`src/hw/rtl/hcf_pkg.sv`:
```
`timescale 1ns / 1ps
// Shared types, constants and character decode functions for the hex command framer.
package hcf_pkg;

    localparam logic [7:0] SKIP_MAX  = 8'd32;   // space and control characters
    localparam logic [7:0] CHAR_MAX  = 8'h7A;   // 'z'
    localparam logic [7:0] LIST_CMD  = 8'h6C;   // 'l'

    localparam int QDEPTH = 4;
    localparam int QAW    = $clog2(QDEPTH);
    localparam int QCW    = $clog2(QDEPTH + 1);

    typedef struct packed {
        logic [7:0] cmd;
        logic       has_data;
        logic [7:0] data;
        logic [7:0] index;
        logic       last;
    } t_result;

    typedef struct packed {
        logic full;
        logic not_empty;
    } t_q_status;

    typedef struct packed {
        logic       ok;
        logic [3:0] val;
    } t_hex;

    function automatic t_hex hex_value(input logic [7:0] c);
        t_hex h;
        logic [7:0] d;
        h = '0;
        d = '0;
        if (c >= 8'h30 && c <= 8'h39) begin
            d = c - 8'h30;
            h.ok = 1'b1;
            h.val = d[3:0];
        end else if (c >= 8'h61 && c <= 8'h66) begin
            d = c - 8'h57;
            h.ok = 1'b1;
            h.val = d[3:0];
        end else if (c >= 8'h41 && c <= 8'h46) begin
            d = c - 8'h37;
            h.ok = 1'b1;
            h.val = d[3:0];
        end
        return h;
    endfunction

    // l d D m u t T e E
    function automatic logic is_known(input logic [7:0] c);
        logic k;
        unique case (c) inside
            8'h6C, 8'h64, 8'h44, 8'h6D, 8'h75, 8'h74, 8'h54, 8'h65, 8'h45: k = 1'b1;
            default: k = 1'b0;
        endcase
        return k;
    endfunction

endpackage

```
`src/hw/rtl/hcf_front.sv`:
```
`timescale 1ns / 1ps
// Front end: accepts characters, tracks command framing and builds result records.
module hcf_front (
    input  logic              i_clk,
    input  logic              i_rst_n,
    input  logic              i_valid,
    input  logic [7:0]        i_rx_byte,
    input  hcf_pkg::t_q_status i_q_status,
    output logic              o_stall,
    output logic              o_push,
    output hcf_pkg::t_result  o_result
);

    typedef enum logic [2:0] {
        S_IDLE,
        S_LEN_HI,
        S_LEN_LO,
        S_DATA_HI,
        S_DATA_LO
    } t_state;

    t_state      r_state, n_state;
    logic [7:0]  r_cmd, n_cmd;
    logic [7:0]  r_len, n_len;
    logic [3:0]  r_high, n_high;
    logic [7:0]  r_count, n_count;

    logic         accept;
    hcf_pkg::t_hex hx;
    logic [7:0]   len_full;
    logic         last_byte;

    assign o_stall   = i_q_status.full;
    assign accept    = i_valid && !i_q_status.full;
    assign hx        = hcf_pkg::hex_value(i_rx_byte);
    assign len_full  = {r_len[7:4], hx.val};
    assign last_byte = ({1'b0, r_count} + 9'd1) >= {1'b0, r_len};

    always_comb begin
        n_state  = r_state;
        n_cmd    = r_cmd;
        n_len    = r_len;
        n_high   = r_high;
        n_count  = r_count;
        o_push   = 1'b0;
        o_result = '0;
        if (accept) begin
            unique case (r_state)
                S_IDLE: begin
                    if (i_rx_byte > hcf_pkg::SKIP_MAX && i_rx_byte <= hcf_pkg::CHAR_MAX) begin
                        if (i_rx_byte == hcf_pkg::LIST_CMD) begin
                            o_push        = 1'b1;
                            o_result.cmd  = i_rx_byte;
                            o_result.last = 1'b1;
                        end else begin
                            n_cmd   = i_rx_byte;
                            n_state = S_LEN_HI;
                        end
                    end
                end
                S_LEN_HI: begin
                    if (hx.ok) begin
                        n_len   = {hx.val, 4'h0};
                        n_state = S_LEN_LO;
                    end
                end
                S_LEN_LO: begin
                    if (hx.ok) begin
                        if (len_full == 8'd0) begin
                            // empty payload: close the command now
                            o_push        = 1'b1;
                            o_result.cmd  = r_cmd;
                            o_result.last = 1'b1;
                            n_state       = S_IDLE;
                        end else begin
                            n_len   = len_full;
                            n_count = 8'd0;
                            n_state = S_DATA_HI;
                        end
                    end
                end
                S_DATA_HI: begin
                    if (hx.ok) begin
                        n_high  = hx.val;
                        n_state = S_DATA_LO;
                    end
                end
                S_DATA_LO: begin
                    if (hx.ok) begin
                        o_push            = 1'b1;
                        o_result.cmd      = r_cmd;
                        o_result.has_data = 1'b1;
                        o_result.data     = {r_high, hx.val};
                        o_result.index    = r_count;
                        o_result.last     = last_byte;
                        if (last_byte) begin
                            n_state = S_IDLE;
                        end else begin
                            n_count = r_count + 8'd1;
                            n_state = S_DATA_HI;
                        end
                    end
                end
                default: n_state = S_IDLE;
            endcase
        end
    end

    always_ff @(posedge i_clk) begin
        if (!i_rst_n) begin
            r_state <= S_IDLE;
            r_cmd   <= '0;
            r_len   <= '0;
            r_high  <= '0;
            r_count <= '0;
        end else begin
            r_state <= n_state;
            r_cmd   <= n_cmd;
            r_len   <= n_len;
            r_high  <= n_high;
            r_count <= n_count;
        end
    end

endmodule

```
`src/hw/rtl/hcf_queue.sv`:
```
`timescale 1ns / 1ps
// Short result queue between the framing front end and the output stage.
module hcf_queue (
    input  logic               i_clk,
    input  logic               i_rst_n,
    input  logic               i_push,
    input  hcf_pkg::t_result   i_result,
    input  logic               i_pop,
    output hcf_pkg::t_q_status o_status,
    output hcf_pkg::t_result   o_result
);

    hcf_pkg::t_result r_mem [hcf_pkg::QDEPTH];
    logic [hcf_pkg::QAW-1:0] r_wr_ptr;
    logic [hcf_pkg::QAW-1:0] r_rd_ptr;
    logic [hcf_pkg::QCW-1:0] r_count;

    logic do_push;
    logic do_pop;

    assign o_status.full      = (r_count == hcf_pkg::QCW'(hcf_pkg::QDEPTH));
    assign o_status.not_empty = (r_count != '0);
    assign do_push            = i_push && !o_status.full;
    assign do_pop             = i_pop && o_status.not_empty;
    assign o_result           = r_mem[r_rd_ptr];

    always_ff @(posedge i_clk) begin
        if (do_push) begin
            r_mem[r_wr_ptr] <= i_result;
        end
    end

    always_ff @(posedge i_clk) begin
        if (!i_rst_n) begin
            r_wr_ptr <= '0;
            r_rd_ptr <= '0;
            r_count  <= '0;
        end else begin
            if (do_push) begin
                r_wr_ptr <= r_wr_ptr + 1'b1;
            end
            if (do_pop) begin
                r_rd_ptr <= r_rd_ptr + 1'b1;
            end
            if (do_push && !do_pop) begin
                r_count <= r_count + 1'b1;
            end else if (do_pop && !do_push) begin
                r_count <= r_count - 1'b1;
            end
        end
    end

endmodule

```
`src/hw/rtl/hcf_back.sv`:
```
`timescale 1ns / 1ps
// Output stage: pops results from the queue and presents them on the output request.
module hcf_back (
    input  logic               i_clk,
    input  logic               i_rst_n,
    input  hcf_pkg::t_q_status i_q_status,
    input  hcf_pkg::t_result   i_result,
    input  logic               i_stall,
    output logic               o_pop,
    output logic               o_valid,
    output hcf_pkg::t_result   o_result,
    output logic               o_known
);

    logic             r_valid;
    hcf_pkg::t_result r_result;
    logic             r_known;

    // refill when the register is empty or its request is taken this cycle
    assign o_pop    = i_q_status.not_empty && (!r_valid || !i_stall);
    assign o_valid  = r_valid;
    assign o_result = r_result;
    assign o_known  = r_known;

    always_ff @(posedge i_clk) begin
        if (!i_rst_n) begin
            r_valid <= 1'b0;
        end else if (o_pop) begin
            r_valid <= 1'b1;
        end else if (!i_stall) begin
            r_valid <= 1'b0;
        end
    end

    always_ff @(posedge i_clk) begin
        if (o_pop) begin
            r_result <= i_result;
            r_known  <= hcf_pkg::is_known(i_result.cmd);
        end
    end

endmodule

```
`src/hw/rtl/hex_command_framer_unit.sv`:
```
`timescale 1ns / 1ps
// Top level of the hex command framer: front end, result queue and output stage.
//
//  channel   direction  handshake          payload
//  input     in         i_valid / o_stall  i_rx_byte
//  output    out        o_valid / i_stall  o_command_code, o_known_command, o_has_data,
//                                          o_data_byte, o_data_index, o_last_of_command
//
// One character is taken every cycle while o_stall is low; the front end updates its
// framing state when it accepts the character. A result is pushed at the edge that
// accepts its character and reaches the output register at the next edge at the earliest.
// o_stall rises only when the four-entry result queue is full.
// Reset is synchronous and active low; it returns the framer to idle and empties the queue.
module hex_command_framer_unit (
    input  logic       i_clk,
    input  logic       i_rst_n,
    input  logic       i_valid,
    input  logic [7:0] i_rx_byte,
    output logic       o_stall,
    output logic       o_valid,
    input  logic       i_stall,
    output logic [7:0] o_command_code,
    output logic       o_known_command,
    output logic       o_has_data,
    output logic [7:0] o_data_byte,
    output logic [7:0] o_data_index,
    output logic       o_last_of_command
);

    hcf_pkg::t_q_status q_status;
    hcf_pkg::t_result   push_result;
    hcf_pkg::t_result   head_result;
    hcf_pkg::t_result   out_result;
    logic               push;
    logic               pop;

    hcf_front u_front (
        .i_clk      (i_clk),
        .i_rst_n    (i_rst_n),
        .i_valid    (i_valid),
        .i_rx_byte  (i_rx_byte),
        .i_q_status (q_status),
        .o_stall    (o_stall),
        .o_push     (push),
        .o_result   (push_result)
    );

    hcf_queue u_queue (
        .i_clk    (i_clk),
        .i_rst_n  (i_rst_n),
        .i_push   (push),
        .i_result (push_result),
        .i_pop    (pop),
        .o_status (q_status),
        .o_result (head_result)
    );

    hcf_back u_back (
        .i_clk      (i_clk),
        .i_rst_n    (i_rst_n),
        .i_q_status (q_status),
        .i_result   (head_result),
        .i_stall    (i_stall),
        .o_pop      (pop),
        .o_valid    (o_valid),
        .o_result   (out_result),
        .o_known    (o_known_command)
    );

    assign o_command_code    = out_result.cmd;
    assign o_has_data        = out_result.has_data;
    assign o_data_byte       = out_result.data;
    assign o_data_index      = out_result.index;
    assign o_last_of_command = out_result.last;

endmodule

```
`config.mk`:
```
export PLATFORM = sky130hd
export DESIGN_NAME = hex_command_framer_unit
export DESIGN_NICKNAME = d
export VERILOG_FILES = /design/src/hw/rtl/hcf_pkg.sv /design/src/hw/rtl/hcf_front.sv /design/src/hw/rtl/hcf_queue.sv /design/src/hw/rtl/hcf_back.sv /design/src/hw/rtl/hex_command_framer_unit.sv
export SDC_FILE = /design/constraint.sdc
export NUM_CORES = 1
export LEC_CHECK = 0
export BUFFER_PORTS_ARGS = -buffer_cell sky130_fd_sc_hd__buf_4
export CELL_PAD_IN_SITES_DETAIL_PLACEMENT = 0
export CELL_PAD_IN_SITES_GLOBAL_PLACEMENT = 1
export CORE_ASPECT_RATIO = 0.9
export CORE_MARGIN = 10
export CORE_UTILIZATION = 51
export CTS_CLUSTER_DIAMETER = 80
export CTS_CLUSTER_SIZE = 20
export DETAILED_ROUTE_END_ITERATION = 12
export MAX_ROUTING_LAYER = met4
export PLACE_DENSITY = 0.79
export SLEW_MARGIN = 30
export SYNTH_ARGS = -nofsm -noshare
export SYNTH_HDL_FRONTEND = slang
export SYNTH_SLANG_ARGS = --single-unit
```
`constraint.sdc`:
```
create_clock -name i_clk -period 5.27 [get_ports i_clk]
set_input_delay 1.054 -clock i_clk [delete_from_list [all_inputs] [get_ports i_clk]]
set_output_delay 1.054 -clock i_clk [all_outputs]
set_load 0.005 [all_outputs]
```
==> flow_metrics.tcl, run 1 <==
set metrics [dict create \
    slew_headroom_pct 50.94 \
    yosysTopAreaCellShare_pct 54.18 \
    p_total_mw 3.407 \
    path_max_fanout 11 \
    core_um2 14000 \
    crit_type "in2reg" \
    pwr-share-comb_pct 17.0 \
    slowest_delay_ps 580 \
    synth_edf_count 131 \
    worstHoldPathType "reg2reg" \
    cts_hold_buf 0 \
    globalRouteOverflowTotal 0 \
    cts_root_buffer "clkbuf_16" \
    globalRouteTotalUtil_pct 15.07 \
    cts_buffers 17 \
    hpwlAfterDp_um 9303 \
    viasPerCell 5.677 \
    synth-seq-cells 172 \
    cts_tree "done" \
    critPathTopFamily "simple AND/OR/NAND/NOR gates" \
    gp_congestion 0.8513 \
    finalMaxSlewViolations 0 \
    worst_slew_pin_slew_ps 729.9 \
    rsz0062_at_grt "false" \
    hold_violations 0 \
    wirelength_um 14070 \
    post-route-period-util_pct 75.59 \
    place.port_buffers 40 \
    cts_resized 0 \
    ctsHtreeMaxLevel 4 \
    synth_ff_type "edfxtp_1" \
    maxCapViolCount 0 \
    route.detailed.drc 0 \
    antenna_found_initial 0 \
    first_pass_iters 5 \
    grt_pass1_vias 4158 \
    path_clk_slew_ps 70 \
    grt_pass1_wl_um 22560 \
    ys_seq_area_share_pct 65.48 \
    dieArea_um2 19420 \
    path_buf_inv 4 \
    worst_setup_path_start_kind "primary input" \
    cts_max_path_buffers 2 \
    start_util_pct 51.84 \
    grt_max_degree 31 \
    cp_data_required_time_ps 5620 \
    cts_sinks 172 \
    synth_top_cell_by_area "edfxtp_1" \
    diodes 0 \
    fp-row-count 41 \
    synthCells 496 \
    cts_setup_buffers 0 \
    die_w_um 145.8 \
    cp.arrival_ps 4330 \
    final_core_util_pct 59.25 \
    syn_area_per_cell_um2 14.64 \
    finalSetupViolations 0 \
    clk_latency_ps 420 \
    ios 41 \
    syn-num-nets 526 \
    p_switching_uw 851.9 \
    yosys.cell_count.top_type "edfxtp_1" \
    yosysUniqueCellTypes 59 \
    worstPathCellList "buf_4, inv_1, ha_1, nand4bb_1, nor4_2, inv_1, nand3_1, o311a_1, ha_1, inv_1, fa_1, xor2_1, or3_1, a21oi_1" \
    cp_common_cell "inv_1" \
    nets 567 \
    netlist_area_um2 7261 \
    postLayoutCellArea_um2 8298 \
    synth_warnings 0 \
    drive_gt1_share_pct 20.91 \
    ir_worst_vdd_mv 0.2250 \
    vias 4218 \
    p_leak_nw 2.977 \
    intPower_mw 2.555 \
    max_freq_mhz 251.0 \
    crit_path_top_delay_cell "nor4_2" \
    drtAntennaViolNets 0 \
    clkPwrFrac_pct 32.6 \
    fin_ws_ps 1286 \
    detail_route.wl_per_cell_um 18.93 \
    placed_area_um2 7751 \
    synthTopCellsByCount "edfxtp_1 (131), dfxtp_1 (41), nor2_1 (35)" \
    powerDensity_nw_per_um2 410.6 \
    status "complete, no violations" \
    endpoint_kind "flip-flop" \
    swShare_pct 25.00 \
    seq_power_share_pct 50.5 \
    drtIter0Drc 389 \
    skew_ps 6.264 \
    async_flop_share_pct 0 \
    dp_slack_ps 903.8 \
    yosys-top-cells-area "edfxtp_1 (54%), dfxtp_1 (11%), mux4_2 (8.1%)" \
    tns_ps 0 \
    finalCriticalPeriod_ps 3984 \
    syn_to_final_growth_pct 14.29 \
    dieHeight_um 133.2 \
]
==> sequential cells by signal, indices dropped and copies added (netlist names), named ones only <==
name and cells:
u_back.o_known 1, u_back.o_result 26, u_back.o_valid 1, u_front.r_cmd 8, u_front.r_count 8, u_front.r_high 4, u_front.r_len 8, u_front.r_state 3
u_queue.r_count 3, u_queue.r_mem 104, u_queue.r_rd_ptr 2, u_queue.r_wr_ptr 2
==> cell usage in the layout (no fill, tap or decap), types with 6 or more instances in the layout <==
cell | netlist | layout
and2_1 | 10 | 10
o21ai_0 | 9 | 9
ha_1 | 17 | 17
nand3_1 | 11 | 11
a21oi_1 | 15 | 14
buf_4 | 1 | 46
nor2_1 | 35 | 35
nor3_1 | 6 | 6
nand2_1 | 31 | 31
mux4_2 | 26 | 26
mux2i_1 | 15 | 15
clkbuf_16 | 0 | 18
o21a_1 | 6 | 6
and3_1 | 17 | 17
edfxtp_1 | 131 | 131
dfxtp_1 | 41 | 40
inv_1 | 16 | 16
==> routing by layer <==
metal | vias up | global-route usage, % | routed length [µm]
met4 | 0 | 4.602 | 100
met2 | 131 | 21.59 | 6444
met5 | - | - | 0
met3 | 9 | 3.893 | 719
met1 | 2088 | 20.69 | 6801
li1 | 1990 | - | -
==> cell families after synthesis <==
| kind of cell | share of synthesized area (%) |
|---|---|
| mux | 10.13 |
| buf+inv | 2.413 |
| fa+ha+maj | 3.205 |
| xor+xnor | 0.9651 |
| flops | 65.48 |
| simple gates | 9.805 |
| compound gates | 7.996 |
==> tightest hold or removal path: stages (launching register included) <==
cell     delay (ps)
dfxtp_1         310
nand2_1          50
nor2_1           30
==> final cells by class <==
| type | count | area (µm²) |
|---|---|---|
| tap | 193 | 241.5 |
| clock inverter | 13 | 88.84 |
| multi-input combinational | 282 | 2342 |
| fill | 1085 | 5707 |
| clock buffer | 19 | 432.9 |
| inverter | 17 | 63.81 |
| sequential | 172 | 4758 |
| timing repair buffer | 47 | 370.4 |
==> final timing paths <==
check | from | to | slack, ps | cells after the start
setup / recovery | i_rx_byte[0] | u_queue.r_count[2] | 1290 | 14
setup reg to reg | u_front.r_count[0] | u_front.r_count[1] | 1550 | 12
hold / removal | u_front.r_cmd[7] | u_front.r_cmd[7] | 430 | 2
hold reg to reg | u_front.r_cmd[7] | u_front.r_cmd[7] | 430 | 2
==> metrics by stage <==
step	cells	hold WS, ps
6_report	743	428.0
5_1_grt	743	462.2
4_1_cts	742	429.7
3_5_place_dp	710	417.7
3_3_place_gp	710	413.9
2_1_floorplan	496	405.2
==> power groups by stage <==
stage	clock (mW)	combinational [mW]	sequential (mW)
after floorplan	0	0.346	1.72
after global placement	0	0.561	1.75
after detailed placement	0	0.567	1.76
after CTS	1.13	0.569	1.73
after global routing	1.19	0.639	1.74
final	1.11	0.578	1.72
Power figures use the tool's default switching activity.
==> inputs of run 2 (changes only) <==
- CORE_UTILIZATION: 51 -> 46
- PLACE_DENSITY: 0.79 -> 0.75
- clock period: 5.27 -> 3.2 ns (I/O delays scaled with it)
==> run 2 against run 1 <==
Effect of this change:
- setup slack worse by 1100 ps
- cell count is 5.1% higher
- clock skew is 3.3 ps higher
- largest cell class unchanged
==> flow_metrics.tcl, run 2 (synthesis gave the netlist of run 1 again) <==
set metrics [dict create \
    status "complete, no violations" \
    skew_ps 9.603 \
    ctsHtreeMaxLevel 4 \
    finalCriticalPeriod_ps 2985 \
    grt_pass1_vias 4378 \
    hpwlAfterDp_um 9838 \
    die_w_um 152.4 \
    worstHoldPathType "reg2reg" \
    gp_congestion 0.8164 \
    largest_register "u_queue.r_mem" \
    globalRouteTotalUtil_pct 14.27 \
    finalMaxSlewViolations 0 \
    critPathTopFamily "simple AND/OR/NAND/NOR gates" \
    postLayoutCellArea_um2 8736 \
    cts_resized 1 \
    place.port_buffers 40 \
    cts_max_path_buffers 2 \
    crit_path_top_delay_cell "a21boi_1" \
    post-route-period-util_pct 93.29 \
    cts_sinks 172 \
    nets 596 \
    cts_buffers 17 \
    powerDensity_nw_per_um2 692.6 \
    finalSetupViolations 0 \
    cp.arrival_ps 3160 \
    crit_type "reg2reg" \
    placed_area_um2 8112 \
    cts_setup_buffers 0 \
    cts_hold_buf 0 \
    worst_slew_pin_slew_ps 732.9 \
    path_buf_inv 1 \
    cp_data_required_time_ps 3380 \
    drtIter0Drc 331 \
    final_common_cell "edfxtp_1" \
    vias 4256 \
    detail_route.wl_per_cell_um 18.44 \
    worst_setup_path_start_kind "flip-flop" \
    core_um2 15440 \
    viasPerCell 5.449 \
    fp-row-count 43 \
    hold_violations 0 \
    syn_to_final_growth_pct 20.32 \
    p_leak_nw 3.148 \
    path_clk_slew_ps 60 \
    cts_root_buffer "clkbuf_16" \
    drive_gt1_share_pct 27.63 \
    worstPathCellList "nand3_1, or2_2, and2_1, or2_2, ha_1, nand3_1, a21boi_0, a311oi_1, buf_4, a21oi_1, o21ai_0, a21boi_1" \
    globalRouteOverflowTotal 0 \
    layout_common_cells "edfxtp_1 (131), buf_4 (72), dfxtp_1 (39), nor2_1 (34), nand2_1 (31)" \
    worst_hold_slack_ps 423.7 \
    fill_cells 1205 \
    clk_latency_ps 430 \
    drtAntennaViolNets 0 \
    ir_worst_vdd_mv 0.5540 \
    route.detailed.drc 0 \
    maxCapViolCount 0 \
    dieArea_um2 21220 \
    grt_pass1_wl_um 23320 \
    diodes 0 \
    start_util_pct 47.02 \
    cts_tree "done" \
    slowest_delay_ps 390 \
    antenna_found_initial 0 \
    ios 41 \
    first_pass_iters 4 \
    largest_reg_flops 104 \
    grt_max_degree 30 \
    wirelength_um 14400 \
    max_freq_mhz 335.0 \
    rsz0062_at_grt "false" \
    dieHeight_um 139.2 \
    endpoint_kind "flip-flop" \
    p_total_mw 6.051 \
    slew_headroom_pct 51.07 \
    path_max_fanout 4 \
]
## run 2: cell count changes in the layout (fill, tap and decap cells not counted), sizes merged
cell,delta
buf,+30
clkinvlp,-1
clkinv,-4
bufinv,+4
## run 2: worst paths after layout
path / from / endpoint / slack [ps] / cells after the start
min: u_front.r_cmd[7] / u_front.r_cmd[7] / 420 / 2
max reg2reg: u_front.r_count[0] / u_queue.r_mem[3][0] / 210 / 12
max: u_front.r_count[0] / u_queue.r_mem[3][0] / 210 / 12
min reg2reg: u_front.r_cmd[7] / u_front.r_cmd[7] / 420 / 2
## run 2: tightest hold or removal path: cells and delay by family (launching register included)
kind             cells  cell delay (ps)
and+or+nand+nor      2               80
DFF                  1              300
## run 2: metal layers
metal / global-route usage (%) / wire [µm] / up-vias
li1: - / - / 2053
met5: - / 0 / -
met3: 3.380 / 623 / 20
met1: 17.82 / 6738 / 2115
met2: 22.00 / 6758 / 68
met4: 5.817 / 279 / 0
## run 2: final cells by class
class	count	area [µm²]	share of cell area, %
inverters	17	66.31	0.7591
clock inverters	12	182.7	2.091
multi-input cells	282	2420	27.70
clock buffers	20	436.7	4.999
repair buffers	76	620.6	7.104
well taps	202	252.7	2.893
flip-flops and latches	172	4757	54.45
## run 2: metrics by stage
stage	setup slack [ps]	TNS, ps	utilization (%)	instances
3_3_place_gp	-4.152	-4.152	52.53	749
4_1_cts	139.5	0	56.54	781
5_1_grt	29.08	0	56.58	781
2_1_floorplan	1.916	0	-	496
6_report	214.9	0	56.58	781
3_5_place_dp	-46.93	-62.54	52.53	749
## run 2: power breakdown
group | switching [mW] | total (mW) | internal [mW] | leakage, nW
combinational | 0.459 | 1.04 | 0.583 | 1.29
sequential | 0.150 | 2.85 | 2.70 | 1.56
clock | 0.843 | 2.16 | 1.32 | 0.299
==> inputs of run 3 (changes only) <==
- GPL_TIMING_DRIVEN: unset -> 0
==> run 3 against run 2 <==
Effect of this change:
- setup slack got worse by 130 ps
- count of clock-buffer cells in the layout increased by 1
- utilization decreased by 0.32 points
- sequential power decreased by 3%
- global-route usage increased by 0.12 points
- clock power decreased by 3%
- wire length increased by 1.3%
- first-iteration DRC count decreased by 2.4%
- clock skew decreased by 3.9 ps
- sequential share of layout area increased by 0.36 points
- critical endpoint is now u_queue.r_count[2]
- largest power group unchanged
==> flow_metrics.tcl, run 3 (synthesis gave the netlist of run 1 again) <==
set metrics [dict create \
    dieHeight_um 139.2 \
    worst_setup_path_start_kind "primary input" \
    use_met1_pct 18.78 \
    cp_data_required_time_ps 3550 \
    cts_sinks 172 \
    r2r.worst_path.cells 11 \
    status "complete, no violations" \
    worstHoldStart "u_front.r_cmd[7]" \
    path_max_fanout 5 \
    slowest_delay_ps 550 \
    largest_reg_flops 104 \
    drtIter0Drc 323 \
    clk_latency_ps 420 \
    powerDensity_nw_per_um2 688.1 \
    hold_violations 0 \
    finalMaxSlewViolations 0 \
    globalRouteOverflowTotal 0 \
    grt_pass1_wl_um 23690 \
    max_freq_mhz 320.9 \
    use_met3_pct 4.403 \
    nets 594 \
    slew_headroom_pct 43.00 \
    r2r_start "u_front.r_count[2]" \
    worst_hold_slack_ps 427.0 \
    detail_route.wl_per_cell_um 18.73 \
    worst_slew_pin_slew_ps 846.1 \
    crit_path_top_delay_cell "or4b_4" \
    rsz0062_at_grt "false" \
    endpoint_kind "flip-flop" \
    largest_register "u_queue.r_mem" \
    post-route-period-util_pct 97.40 \
    cts_root_buffer "clkbuf_16" \
    cts_tree "done" \
    first_pass_iters 5 \
    cp.arrival_ps 3470 \
    cts_buffers 17 \
    grt_pass1_vias 4394 \
    antenna_found_initial 0 \
    finalSetupViolations 0 \
    wirelength_um 14590 \
    core_um2 15440 \
    min_to "u_front.r_cmd[7]" \
    layout_common_cells "edfxtp_1 (131), buf_4 (50), dfxtp_1 (37), nor2_1 (34), nand2_1 (31)" \
    worstHoldPathType "reg2reg" \
    drtAntennaViolNets 0 \
    p_total_mw 5.978 \
    dieArea_um2 21220 \
    cts_hold_buf 0 \
    ir_worst_vdd_mv 0.4752 \
    ctsHtreeMaxLevel 4 \
    path_clk_slew_ps 60 \
    die_w_um 152.4 \
    min_path_cells 2 \
    start_util_pct 47.02 \
    fp-row-count 43 \
    globalRouteTotalUtil_pct 14.39 \
    fin_ws_ps 83.36 \
    vias 4341 \
    hpwlAfterDp_um 10070 \
    place.port_buffers 40 \
    final_core_util_pct 56.26 \
    gp_congestion 0.8464 \
    tns_ps 0 \
    finalCriticalPeriod_ps 3117 \
    diodes 0 \
    crit_type "in2reg" \
    cts_max_path_buffers 2 \
    r2r-end "u_queue.r_mem[3][0]" \
    ios 41 \
    route.detailed.drc 0 \
    viasPerCell 5.573 \
    skew_ps 5.729 \
    grt_util_met2_pct 21.43 \
    dp_slack_ps -467.3 \
    top_usage_layer "met2" \
    grt_max_degree 27 \
    maxCapViolCount 0 \
    rrSetupSlack_ps 160 \
    drive_gt1_share_pct 27.04 \
    worstPathCellList "buf_4, or4b_4, a311o_4, buf_12, nand3_1, o311a_1, buf_6, ha_4, inv_2, fa_2, xor2_1, or3_4, a21oi_2" \
    syn_to_final_growth_pct 19.64 \
    p_leak_nw 3.101 \
    final_common_cell "edfxtp_1" \
]
[run 3: cell types whose count changed in the layout (fill, tap and decap cells not counted), sizes merged]
| cell | before | now |
|---|---|---|
| clkbuf | 20 | 34 |
| buf | 76 | 61 |
| inv | 22 | 21 |
| clkinvlp | 1 | 0 |
| bufinv | 4 | 3 |
| clkinv | 2 | 4 |
[run 3: how the worst max path moves through the flow]
stage,endpoint,startpoint,slack [ps],cells after the start
6_report,u_queue.r_count[2],i_rx_byte[3],80,13
3_5_place_dp,u_queue.r_count[2],i_rx_byte[3],-470,14
3_3_place_gp,u_queue.r_mem[0][15],i_rx_byte[3],-730,9
4_1_cts,u_front.r_count[7],u_front.r_count[1],20,14
5_1_grt,u_queue.r_count[2],i_rx_byte[3],8,13
2_1_floorplan,u_queue.r_count[2],i_rx_byte[7],2,12
[run 3: per-layer routing]
| metal | vias up | wire [µm] |
|---|---|---|
| met5 | - | 0 |
| li1 | 2046 | - |
| met4 | 0 | 146 |
| met3 | 10 | 614 |
| met1 | 2182 | 6927 |
| met2 | 103 | 6904 |
[run 3: report_power, final]
group          switching [mW]  internal (mW)
registers              0.0829           2.69
clock network           0.837           1.26
logic                   0.532          0.578
[run 3: repair_timing]
item	4_1_cts	5_1_grt
setup endpoints to repair	13	13
pin swaps	1	10
buffers inserted	2	7
hold endpoints to repair	0	0
gates resized for setup	8	16
[run 3: stage by stage]
stage / area, µm² / cells
after floorplan: 7361 / 496
after global placement: 7914 / 738
after detailed placement: 7941 / 739
after CTS: 8583 / 773
after global routing: 8687 / 779
final: 8687 / 779
[run 3: layout make-up]
cell class	instances	area (µm²)
clock inverters	11	155.1
multi-input cells	282	2477
flip-flops and latches	172	4762
well taps	202	252.7
repair buffers	50	395.4
inverters	17	71.32
plain buffers	24	122.6
fillers	1203	6754
clock buffers	21	450.4
[run 3: worst max-delay path: cells and delay by family]
kind / cells / cell delay (ps)
AND/OR/NAND/NOR: 3 / 970
buffers and inverters: 4 / 440
XOR/XNOR: 1 / 150
adder cells (fa/ha/maj): 2 / 460
AO/OA/AOI/OAI: 3 / 810
